$ cat config.mk
export PLATFORM = sky130hd
export DESIGN_NAME = ramped_gain_stage
export DESIGN_NICKNAME = d
export VERILOG_FILES = /design/src/hw/rtl/rgs_pkg.sv /design/src/hw/rtl/rgs_div.sv /design/src/hw/rtl/rgs_front.sv /design/src/hw/rtl/rgs_fifo.sv /design/src/hw/rtl/rgs_back.sv /design/src/hw/rtl/ramped_gain_stage.sv
export VERILOG_INCLUDE_DIRS = /design/src /design/src/hw/rtl
export SDC_FILE = /design/constraint.sdc
export NUM_CORES = 2
export LEC_CHECK = 0
export BUFFER_PORTS_ARGS = -buffer_cell sky130_fd_sc_hd__buf_2
export CORE_MARGIN = 2
export CORE_UTILIZATION = 40
export CTS_CLUSTER_DIAMETER = 80
export CTS_CLUSTER_SIZE = 25
export DETAILED_ROUTE_END_ITERATION = 10
export PLACE_DENSITY_LB_ADDON = 0.15
export REMOVE_ABC_BUFFERS = 1
export SYNTH_ARGS = -nofsm -noshare
export SYNTH_HDL_FRONTEND = slang
export SYNTH_SLANG_ARGS = --single-unit
$ cat constraint.sdc
create_clock -name clk -period 11 [get_ports clk]
set_input_delay 1.1 -clock clk [delete_from_list [all_inputs] [get_ports clk]]
set_output_delay 1.1 -clock clk [all_outputs]
set_load 0.01 [all_outputs]
$ cat src/hw/rtl/ramped_gain_stage_defines.svh
// Assertion macros shared by the ramped gain stage modules.
`ifndef RAMPED_GAIN_STAGE_DEFINES_SVH
`define RAMPED_GAIN_STAGE_DEFINES_SVH

// Condition that must hold at every clock edge out of reset.
`define RGS_ASSERT(lbl, expr, msg) \
	lbl: assert property (@(posedge clk) disable iff (!arst_n) (expr)) else $error(msg);

// Condition in one cycle that implies another in the next cycle.
`define RGS_ASSERT_NEXT(lbl, ante, cons, msg) \
	lbl: assert property (@(posedge clk) disable iff (!arst_n) (ante) |=> (cons)) \
		else $error(msg);

`endif

$ cat src/hw/rtl/rgs_pkg.sv
// Types and constants of the ramped gain stage.
package rgs_pkg;

	localparam int SAMPLE_BITS = 24;
	localparam int MAX_FRAMES  = 4096;

	// Gain in unsigned Q4.21, ramp gain in unsigned Q4.29
	localparam int GAIN_W     = 25;
	localparam int FRAMES_W   = 13;
	localparam int RAMP_SHIFT = 8;
	localparam int RAMP_U     = GAIN_W + RAMP_SHIFT;
	localparam int RAMP_W     = RAMP_U + 1;
	localparam int FRAC_BITS  = 29;

	localparam logic [GAIN_W-1:0] GAIN_MAX = GAIN_W'(1) << 24;
	localparam logic [GAIN_W-1:0] GAIN_ONE = GAIN_W'(1) << 21;
	localparam logic [RAMP_U-1:0] RAMP_ONE = RAMP_U'(1) << FRAC_BITS;
	localparam logic [RAMP_U-1:0] RAMP_MAX = RAMP_U'(1) << 32;

	// Configuration port
	localparam int CFG_IDX_W  = 2;
	localparam int CFG_DATA_W = GAIN_W;
	localparam logic [CFG_IDX_W-1:0] REG_TARGET_GAIN = 2'd0;
	localparam logic [CFG_IDX_W-1:0] REG_BYPASS      = 2'd1;
	localparam logic [CFG_IDX_W-1:0] REG_FRAMES      = 2'd2;
	localparam logic [FRAMES_W-1:0] FRAMES_RESET = FRAMES_W'(256);

	// Step divider: |diff| * 256 over the clamped frame count
	localparam int DIVD_W = GAIN_W + RAMP_SHIFT;
	localparam int DIVS_W = $clog2(MAX_FRAMES + 1);
	localparam int DCNT_W = $clog2(DIVD_W);

	// Product and rounding
	localparam int PROD_W = SAMPLE_BITS + RAMP_W;
	localparam int RES_W  = PROD_W - FRAC_BITS;
	localparam logic [PROD_W-1:0] ROUND_HALF = PROD_W'(1) << (FRAC_BITS - 1);

	// Queue between front and back
	localparam int QUEUE_DEPTH = 4;
	localparam int QPTR_W      = $clog2(QUEUE_DEPTH);
	localparam int QCNT_W      = $clog2(QUEUE_DEPTH + 1);

	// One classified sample as the back end needs it
	typedef struct packed {
		logic signed [SAMPLE_BITS-1:0] sample;
		logic                          bypass;
		logic                          reload;
		logic                          load_step;
		logic signed [RAMP_W-1:0]      step;
		logic [GAIN_W-1:0]             start_gain;
	} rgs_entry_t;

	// Divider handshake toward the front
	typedef struct packed {
		logic busy;
		logic done;
	} rgs_div_stat_t;

endpackage

$ cat src/hw/rtl/rgs_div.sv
// Serial restoring divider, one quotient bit per cycle.
`include "ramped_gain_stage_defines.svh"

module rgs_div import rgs_pkg::*; (
	input  logic              clk,
	input  logic              arst_n,
	input  logic              start,
	input  logic [DIVD_W-1:0] dividend,
	input  logic [DIVS_W-1:0] divisor,
	output rgs_div_stat_t     stat,
	output logic [DIVD_W-1:0] quotient
);

	logic              busy_q;
	logic              done_q;
	logic [DCNT_W-1:0] cnt_q;
	logic [DIVS_W-1:0] rem_q;
	logic [DIVD_W-1:0] quo_q;
	logic [DIVS_W-1:0] dvs_q;
	logic [DIVS_W:0]   shifted;
	logic              fits;

	// Trial subtraction of the shifted partial remainder
	assign shifted = {rem_q, quo_q[DIVD_W-1]};
	assign fits    = shifted >= {1'b0, dvs_q};

	// Control
	always_ff @(posedge clk or negedge arst_n) begin
		if (!arst_n) begin
			busy_q <= 1'b0;
			done_q <= 1'b0;
			cnt_q  <= '0;
		end else begin
			done_q <= 1'b0;
			if (start) begin
				busy_q <= 1'b1;
				cnt_q  <= '0;
			end else if (busy_q) begin
				cnt_q <= cnt_q + DCNT_W'(1);
				if (cnt_q == DCNT_W'(DIVD_W - 1)) begin
					busy_q <= 1'b0;
					done_q <= 1'b1;
				end
			end
		end
	end

	// Datapath: dividend bits shift out as quotient bits shift in
	always_ff @(posedge clk) begin
		if (start) begin
			rem_q <= '0;
			quo_q <= dividend;
			dvs_q <= divisor;
		end else if (busy_q) begin
			if (fits) begin
				rem_q <= DIVS_W'(shifted - {1'b0, dvs_q});
			end else begin
				rem_q <= shifted[DIVS_W-1:0];
			end
			quo_q <= {quo_q[DIVD_W-2:0], fits};
		end
	end

	assign stat.busy = busy_q;
	assign stat.done = done_q;
	assign quotient  = quo_q;

	`RGS_ASSERT(a_start_idle, !(start && busy_q), "divider started while busy")
	`RGS_ASSERT_NEXT(a_done_ends, done_q, !busy_q && !done_q, "divider done not a pulse")

endmodule

$ cat src/hw/rtl/rgs_front.sv
// Front end: configuration, input acceptance, block classification, step division.
module rgs_front import rgs_pkg::*; (
	input  logic                          clk,
	input  logic                          arst_n,
	input  logic                          cfg_we,
	input  logic [CFG_IDX_W-1:0]          cfg_index,
	input  logic [CFG_DATA_W-1:0]         cfg_data,
	input  logic                          in_valid,
	output logic                          in_ready,
	input  logic signed [SAMPLE_BITS-1:0] sample_in,
	input  logic                          block_start,
	input  logic                          channel_start,
	input  logic                          q_full,
	output logic                          q_push,
	output rgs_entry_t                    q_entry
);

	localparam logic ST_IDLE = 1'b0;
	localparam logic ST_DIV  = 1'b1;

	logic                state_q;
	logic [GAIN_W-1:0]   target_q;
	logic                bypass_q;
	logic [FRAMES_W-1:0] frames_q;
	logic [GAIN_W-1:0]   current_q;
	logic [GAIN_W-1:0]   start_q;
	rgs_entry_t          hold_q;
	logic                neg_q;

	logic                accept;
	logic                blk_go;
	logic                div_start;
	logic [31:0]         frames_ext;
	logic [31:0]         frames_clamp;
	logic [DIVS_W-1:0]   divisor;
	logic signed [GAIN_W:0] diff;
	logic [GAIN_W-1:0]   diff_mag;
	logic [DIVD_W-1:0]   dividend;
	logic [DIVD_W-1:0]   quotient;
	rgs_div_stat_t       div_stat;
	rgs_entry_t          direct;
	logic signed [RAMP_W-1:0] quo_signed;

	assign accept = in_valid && in_ready;
	assign in_ready = (state_q == ST_IDLE) && !q_full;

	// Frame count clamp and signed gain difference
	assign frames_ext   = 32'(frames_q);
	assign frames_clamp = (frames_ext > 32'(MAX_FRAMES)) ? 32'(MAX_FRAMES) : frames_ext;
	assign divisor      = DIVS_W'(frames_clamp);
	assign diff         = $signed({1'b0, target_q}) - $signed({1'b0, current_q});
	assign diff_mag     = diff[GAIN_W] ? GAIN_W'(-diff) : diff[GAIN_W-1:0];
	assign dividend     = {diff_mag, {RAMP_SHIFT{1'b0}}};

	assign blk_go    = accept && !bypass_q && block_start;
	assign div_start = blk_go && (divisor != '0);

	// Entry for items that need no division
	always_comb begin
		direct.sample     = sample_in;
		direct.bypass     = bypass_q;
		direct.reload     = block_start || channel_start;
		direct.load_step  = block_start;
		direct.step       = '0;
		direct.start_gain = block_start ? current_q : start_q;
	end

	assign quo_signed = $signed({1'b0, quotient});

	// Queue write: direct items at transfer, block starts when the step is ready
	always_comb begin
		q_push  = 1'b0;
		q_entry = direct;
		if (state_q == ST_DIV) begin
			q_push       = div_stat.done;
			q_entry      = hold_q;
			q_entry.step = neg_q ? -quo_signed : quo_signed;
		end else if (accept && !div_start) begin
			q_push = 1'b1;
		end
	end

	// Configuration registers
	always_ff @(posedge clk or negedge arst_n) begin
		if (!arst_n) begin
			target_q <= GAIN_ONE;
			bypass_q <= 1'b0;
			frames_q <= FRAMES_RESET;
		end else if (cfg_we) begin
			unique case (cfg_index)
				REG_TARGET_GAIN: target_q <= (cfg_data > GAIN_MAX) ? GAIN_MAX : cfg_data;
				REG_BYPASS:      bypass_q <= cfg_data[0];
				REG_FRAMES:      frames_q <= cfg_data[FRAMES_W-1:0];
				default:         ;
			endcase
		end
	end

	// Gain state and sequencing
	always_ff @(posedge clk or negedge arst_n) begin
		if (!arst_n) begin
			state_q   <= ST_IDLE;
			current_q <= GAIN_ONE;
			start_q   <= GAIN_ONE;
		end else begin
			if (blk_go) begin
				start_q   <= current_q;
				current_q <= target_q;
			end
			unique case (state_q)
				ST_IDLE: if (div_start) state_q <= ST_DIV;
				ST_DIV:  if (div_stat.done) state_q <= ST_IDLE;
				default: state_q <= ST_IDLE;
			endcase
		end
	end

	// Held item and sign while the divider runs
	always_ff @(posedge clk) begin
		if (div_start) begin
			hold_q <= direct;
			neg_q  <= diff[GAIN_W];
		end
	end

	rgs_div u_div (
		.clk      (clk),
		.arst_n   (arst_n),
		.start    (div_start),
		.dividend (dividend),
		.divisor  (divisor),
		.stat     (div_stat),
		.quotient (quotient)
	);

endmodule

$ cat src/hw/rtl/rgs_fifo.sv
// Short queue of classified items between front and back.
`include "ramped_gain_stage_defines.svh"

module rgs_fifo import rgs_pkg::*; (
	input  logic       clk,
	input  logic       arst_n,
	input  logic       push,
	input  rgs_entry_t push_data,
	input  logic       pop,
	output rgs_entry_t pop_data,
	output logic       empty,
	output logic       full
);

	rgs_entry_t        mem_q [QUEUE_DEPTH];
	logic [QPTR_W-1:0] wr_q;
	logic [QPTR_W-1:0] rd_q;
	logic [QCNT_W-1:0] cnt_q;

	assign empty    = (cnt_q == '0);
	assign full     = (cnt_q == QCNT_W'(QUEUE_DEPTH));
	assign pop_data = mem_q[rd_q];

	// Pointers and fill count
	always_ff @(posedge clk or negedge arst_n) begin
		if (!arst_n) begin
			wr_q  <= '0;
			rd_q  <= '0;
			cnt_q <= '0;
		end else begin
			if (push) wr_q <= (wr_q == QPTR_W'(QUEUE_DEPTH - 1)) ? '0 : wr_q + QPTR_W'(1);
			if (pop)  rd_q <= (rd_q == QPTR_W'(QUEUE_DEPTH - 1)) ? '0 : rd_q + QPTR_W'(1);
			if (push && !pop) cnt_q <= cnt_q + QCNT_W'(1);
			else if (pop && !push) cnt_q <= cnt_q - QCNT_W'(1);
		end
	end

	// Storage
	always_ff @(posedge clk) begin
		if (push) mem_q[wr_q] <= push_data;
	end

	`RGS_ASSERT(a_no_overflow, !(push && full), "push into full queue")
	`RGS_ASSERT(a_no_underflow, !(pop && empty), "pop from empty queue")

endmodule

$ cat src/hw/rtl/rgs_back.sv
// Back end: ramp gain state, multiply, round, saturate, output register.
`include "ramped_gain_stage_defines.svh"

module rgs_back import rgs_pkg::*; (
	input  logic                          clk,
	input  logic                          arst_n,
	input  logic                          q_empty,
	input  rgs_entry_t                    q_entry,
	output logic                          q_pop,
	output logic                          out_valid,
	input  logic                          out_ready,
	output logic signed [SAMPLE_BITS-1:0] sample_out,
	output logic                          clipped
);

	logic [RAMP_U-1:0]        ramp_q;
	logic signed [RAMP_W-1:0] step_q;

	logic                          valid_s1;
	logic                          bypass_s1;
	logic signed [SAMPLE_BITS-1:0] sample_s1;
	logic [RAMP_U-1:0]             gain_s1;
	logic                          valid_s2;
	logic                          bypass_s2;
	logic signed [SAMPLE_BITS-1:0] sample_s2;
	logic signed [PROD_W-1:0]      prod_s2;
	logic                          out_valid_q;
	logic signed [SAMPLE_BITS-1:0] sample_q;
	logic                          clipped_q;

	logic                     advance;
	logic [RAMP_U-1:0]        gain_eff;
	logic signed [RAMP_W-1:0] step_eff;
	logic signed [RAMP_W:0]   ramp_sum;
	logic [RAMP_U-1:0]        ramp_next;
	logic signed [PROD_W-1:0] rnd_sum;
	logic signed [PROD_W-1:0] rnd_shift;
	logic signed [RES_W-1:0]  res;
	logic                     ovf;
	logic signed [SAMPLE_BITS-1:0] sat_val;

	// Whole pipeline moves when the output register is free or drained
	assign advance = !out_valid_q || out_ready;
	assign q_pop   = advance && !q_empty;

	// Ramp gain for this sample and the next one, clamped to 0..8.0
	assign gain_eff = q_entry.reload ? RAMP_U'({q_entry.start_gain, {RAMP_SHIFT{1'b0}}}) : ramp_q;
	assign step_eff = q_entry.load_step ? q_entry.step : step_q;
	assign ramp_sum = $signed({2'b00, gain_eff}) + {step_eff[RAMP_W-1], step_eff};

	always_comb begin
		if (ramp_sum[RAMP_W]) begin
			ramp_next = '0;
		end else if (ramp_sum[RAMP_W-1:0] > {1'b0, RAMP_MAX}) begin
			ramp_next = RAMP_MAX;
		end else begin
			ramp_next = ramp_sum[RAMP_U-1:0];
		end
	end

	// Ramp state
	always_ff @(posedge clk or negedge arst_n) begin
		if (!arst_n) begin
			ramp_q <= RAMP_ONE;
			step_q <= '0;
		end else if (q_pop && !q_entry.bypass) begin
			ramp_q <= ramp_next;
			step_q <= step_eff;
		end
	end

	// Stage valids
	always_ff @(posedge clk or negedge arst_n) begin
		if (!arst_n) begin
			valid_s1    <= 1'b0;
			valid_s2    <= 1'b0;
			out_valid_q <= 1'b0;
		end else if (advance) begin
			valid_s1    <= q_pop;
			valid_s2    <= valid_s1;
			out_valid_q <= valid_s2;
		end
	end

	// Round half up at the Q4.29 point, then saturate to the sample range
	assign rnd_sum   = prod_s2 + $signed(ROUND_HALF);
	assign rnd_shift = rnd_sum >>> FRAC_BITS;
	assign res       = rnd_shift[RES_W-1:0];
	assign ovf       = !((&res[RES_W-1:SAMPLE_BITS-1]) || !(|res[RES_W-1:SAMPLE_BITS-1]));
	assign sat_val   = res[RES_W-1] ? {1'b1, {(SAMPLE_BITS-1){1'b0}}}
	                                : {1'b0, {(SAMPLE_BITS-1){1'b1}}};

	// Payload stages
	always_ff @(posedge clk) begin
		if (advance) begin
			sample_s1 <= q_entry.sample;
			bypass_s1 <= q_entry.bypass;
			gain_s1   <= gain_eff;
			sample_s2 <= sample_s1;
			bypass_s2 <= bypass_s1;
			prod_s2   <= sample_s1 * $signed({1'b0, gain_s1});
			if (bypass_s2) begin
				sample_q  <= sample_s2;
				clipped_q <= 1'b0;
			end else begin
				sample_q  <= ovf ? sat_val : res[SAMPLE_BITS-1:0];
				clipped_q <= ovf;
			end
		end
	end

	assign out_valid  = out_valid_q;
	assign sample_out = sample_q;
	assign clipped    = clipped_q;

	`RGS_ASSERT(a_ramp_bound, ramp_q <= RAMP_MAX, "ramp gain above 8.0")
	`RGS_ASSERT_NEXT(a_out_hold, out_valid_q && !out_ready,
		out_valid_q && $stable(sample_q) && $stable(clipped_q), "output changed while stalled")

endmodule

$ cat src/hw/rtl/ramped_gain_stage.sv
// Top level of the ramped gain stage: front end, queue and back end.
//
// Multiplies a stream of signed samples by a linearly ramped gain, saturating the
// product and flagging clipped samples. One sample is taken per cycle while the queue
// has room and no division runs. A sample marked block_start (with bypass off and a
// nonzero frame count) stops input while the one-bit-per-cycle serial divider computes
// the ramp step; a four-entry queue lets the back end keep draining earlier samples
// meanwhile. An accepted sample goes through the queue, the multiplier and the rounding
// stage. Configuration must be written while idle; the block does not enforce this.
module ramped_gain_stage import rgs_pkg::*; (
	input  logic                          clk,
	input  logic                          arst_n,
	input  logic                          cfg_we,
	input  logic [CFG_IDX_W-1:0]          cfg_index,
	input  logic [CFG_DATA_W-1:0]         cfg_data,
	input  logic                          in_valid,
	output logic                          in_ready,
	input  logic signed [SAMPLE_BITS-1:0] sample_in,
	input  logic                          block_start,
	input  logic                          channel_start,
	output logic                          out_valid,
	input  logic                          out_ready,
	output logic signed [SAMPLE_BITS-1:0] sample_out,
	output logic                          clipped
);

	logic       q_full;
	logic       q_empty;
	logic       q_push;
	logic       q_pop;
	rgs_entry_t q_wdata;
	rgs_entry_t q_rdata;

	rgs_front u_front (
		.clk           (clk),
		.arst_n        (arst_n),
		.cfg_we        (cfg_we),
		.cfg_index     (cfg_index),
		.cfg_data      (cfg_data),
		.in_valid      (in_valid),
		.in_ready      (in_ready),
		.sample_in     (sample_in),
		.block_start   (block_start),
		.channel_start (channel_start),
		.q_full        (q_full),
		.q_push        (q_push),
		.q_entry       (q_wdata)
	);

	rgs_fifo u_fifo (
		.clk       (clk),
		.arst_n    (arst_n),
		.push      (q_push),
		.push_data (q_wdata),
		.pop       (q_pop),
		.pop_data  (q_rdata),
		.empty     (q_empty),
		.full      (q_full)
	);

	rgs_back u_back (
		.clk        (clk),
		.arst_n     (arst_n),
		.q_empty    (q_empty),
		.q_entry    (q_rdata),
		.q_pop      (q_pop),
		.out_valid  (out_valid),
		.out_ready  (out_ready),
		.sample_out (sample_out),
		.clipped    (clipped)
	);

endmodule

==> impl_results.md <==
- Outcome: finished clean
- Final WL: around 150,000 um
- Initial core utilization: 40.3%
- Die X: 390 um
- Syn_area_per_cell: 11.4 sq um
- Worst slew pin tran: ~1.1 ns
- Final instance area: roughly 64,000 sq um
- Mapped cell area: 59,700 sq um
- PostCTS Resize Cnt: 0
- Area leader, netlist: edfxtp_1
- Synth top area share: 28.8%
- CP Buf/Inv Count: 5
- RSZ-0062 raised after global routing: false
- # setup viols final: 0
- Chip height: 390 um
- Synth Area in Simple Gates: 11.7%
- Critical Path RT: around 11 ns
- Multi-input logic area: 33,800 sq um
- Fmax: 118 MHz
- Delay-heaviest family, CP: adder cells
- Core ar.: 148,000 sq um
- Synth unique cells: 93
- CP Data Arrival Time: 8.94 ns
- Crit path time final: 8.51 ns
- Crit. End Element: register
- DRC: 0
- CTS sink count: 769
- Post-Synth XOR/XNOR Area: 2.55%
- Wirelength per Cell: 20.4 um
- Largest net degree at the start of global routing: 78
- Placed cell areas: approximately 62,000 sq um
- Hold WC Path Type: primary input to asynchronous set/reset pin
- R2R Path Start: u_back.sample_s1[13]$_DFFE_PP_
- Hold buffer count at cts: 0
- Commonest non-fill, non-tap cell in the layout: inv_1
- Die ar.: roughly 150,000 sq um
- Filler instances: 14.0k
- Hold WS: roughly 0.42 ns
- Syn Inst Count: 5,235
- Row count: between 100 and 150
- Worst path slowest cell: edfxtp_1
- Vias in the first global route: 39.6k
- Port Buffers: 84
- Clock skew: 0.0532 ns
- Fin crit share: 77.4%
- Slowest stage delay, CP: 1.06 ns
- Synth Area in Compound Gates: approximately 6.1%
- Area Overhead vs Synth: 7.47%
- Sequential share of the synthesized area: 36.9%
- Critical path class: register to register
- Storage element area: between 20,000 and 25,000 sq um
- Setup crit start: u_back.sample_s1[13]$_DFFE_PP_
- Critical path's most frequent cell: fa_1
- DR vias: 37.1k
- Vias/cell: 5.17
- Postcts setup bufs: 0
- Fin util: 43.3%
- # diodes: 0
- Congestion Overflow GR: 0
- Relative slew slack: 29.3%
- CTS tree: yes
- ANT nets after route: 0
- Synth Area in Adders: 29.2%
- H-tree Lvls: 2
- CTS Buf Count: 50
- Startpoint types: register
- Post-synthesis mux area share: 7.06%
- Largest family of logic cells by synthesized area: adder cells
- Nets: about 6.3k
- Worst-path clk slew: 0.09 ns
- Share of layout cells above drive strength 1: 11.0%
- Hpwl dp: 104,000 um
- Gr usage total: 19.7%
- Clk Tree Root Cell: clkbuf_16
- Synthesis-stage register bit count: 769
- Slew Limit Fails: 0
- Clock Latency Late Sink: 0.69 ns
- Yosys warning total: 0
- Post-synth EDFFs: 573
- First-pass GRT wire length: 234,000 um
- Clk buf depth: 3
- Leading register cell type out of synthesis: edfxtp_1
- Worst Path Max Fanout: 22
- Async SR Flop Fraction: 22.8%
- Antenna violations before repair: 3
- Top post-synthesis cells by area: edfxtp_1 29%, fa_1 23%, dfrtp_1 7.1%, ha_1 6.2%, inv_1 5.0%
- GP Congestion: 0.863
- Setup TNS: 0 ns
- Iter 0 DRT Violations: 2,160
- I/O pin count: 85
- Final-report hold violation count: 0
- Most frequent cells in the layout: 791 x inv_1, 683 x fa_1, 657 x nand2_1
- Maxcap violations: 0
- Drt pass-1 iters: 5
-- sequential cells by signal, indices dropped and copies added (netlist names), 25 cells and up --
name	flops
u_front.u_div.quotient	33
u_back.ramp_q	33
u_fifo.mem_q	344
u_front.target_q	25
u_front.start_q	25
u_front.hold_q	52
u_back.gain_s1	33
u_back.prod_s2	30
u_back.step_q	34
u_front.current_q	25
-- path summary, 6_finish.rpt --
| path | end | slack [ns] | depth (start not counted) |
|---|---|---|---|
| setup / recovery | u_back.prod_s2[57]$_DFFE_PP_ | 2.49 | 25 |
| hold / removal | u_front.current_q[10]$_DFFE_PN0P_ | 0.42 | 1 |
| setup reg to reg | u_back.prod_s2[57]$_DFFE_PP_ | 2.49 | 25 |
| hold reg to reg | u_front.state_q$_DFF_PN0_ | 0.46 | 1 |
| max in group asynchronous | u_back.ramp_q[3]$_DFFE_PN0P_ | 9.25 | 2 |
| min in group clk | u_front.state_q$_DFF_PN0_ | 0.46 | 1 |
-- metrics by stage --
stage,setup WS (ns),std cells
floorplan,2.96,4984
global placement,2.54,7092
detailed placement,2.48,7092
CTS,2.45,7186
global route,2.18,7186
finish,2.49,7186
-- cell type report --
type	instances	area share, %
Multi-Input combinational cell	3421	52.7
Clock inverter	35	0.817
Tap cell	1930	3.76
Clock buffer	59	2.00
Sequential cell	769	34.3
Timing Repair Buffer	178	1.77
Inverter	794	4.65
-- metal layers --
layer | up-vias | GRT usage (%) | routed length [um]
met5 | - | 0 | 0
met3 | 150 | 1.86 | 5690
met2 | 724 | 32.5 | 69000
li1 | 17100 | - | -
met1 | 19200 | 28.2 | 68900
met4 | 0 | 4.42 | 3250
-- synth_stat cells, types with 54 or more instances --
| cell type | n |
|---|---|
| dfrtp_1 | 170 |
| nor2_1 | 132 |
| ha_1 | 298 |
| a21o_1 | 73 |
| and2_1 | 377 |
| mux4_2 | 86 |
| inv_1 | 792 |
| nor2b_1 | 54 |
| clkbuf_1 | 222 |
| xor2_1 | 93 |
| mux2_2 | 181 |
| fa_1 | 683 |
| nand2_1 | 657 |
| edfxtp_1 | 573 |
| xnor2_1 | 79 |
| o21ai_0 | 123 |
| a21oi_1 | 102 |
-- kinds of logic after synthesis --
group                    count (synthesis)
buffers and inverters                 1045
AND/OR/NAND/NOR                       1432
multiplexers                           291
XOR/XNOR                               173
adder cells (fa/ha/maj)                981
flip-flops                             769
AO/OA/AOI/OAI                          544
-- worst register-to-register path: cells and delay by family, from the launching register on --
kind	cells	cell delay, ns
compound gates	10	2.57
xor+xnor	1	0.13
fa+ha+maj	8	3.70
buf+inv	5	0.64
flops	1	1.06
simple gates	1	0.17
Power is left out: the tool's default activity adds up to more than one toggle a clock period on the data nets, which glitch-free logic cannot reach.
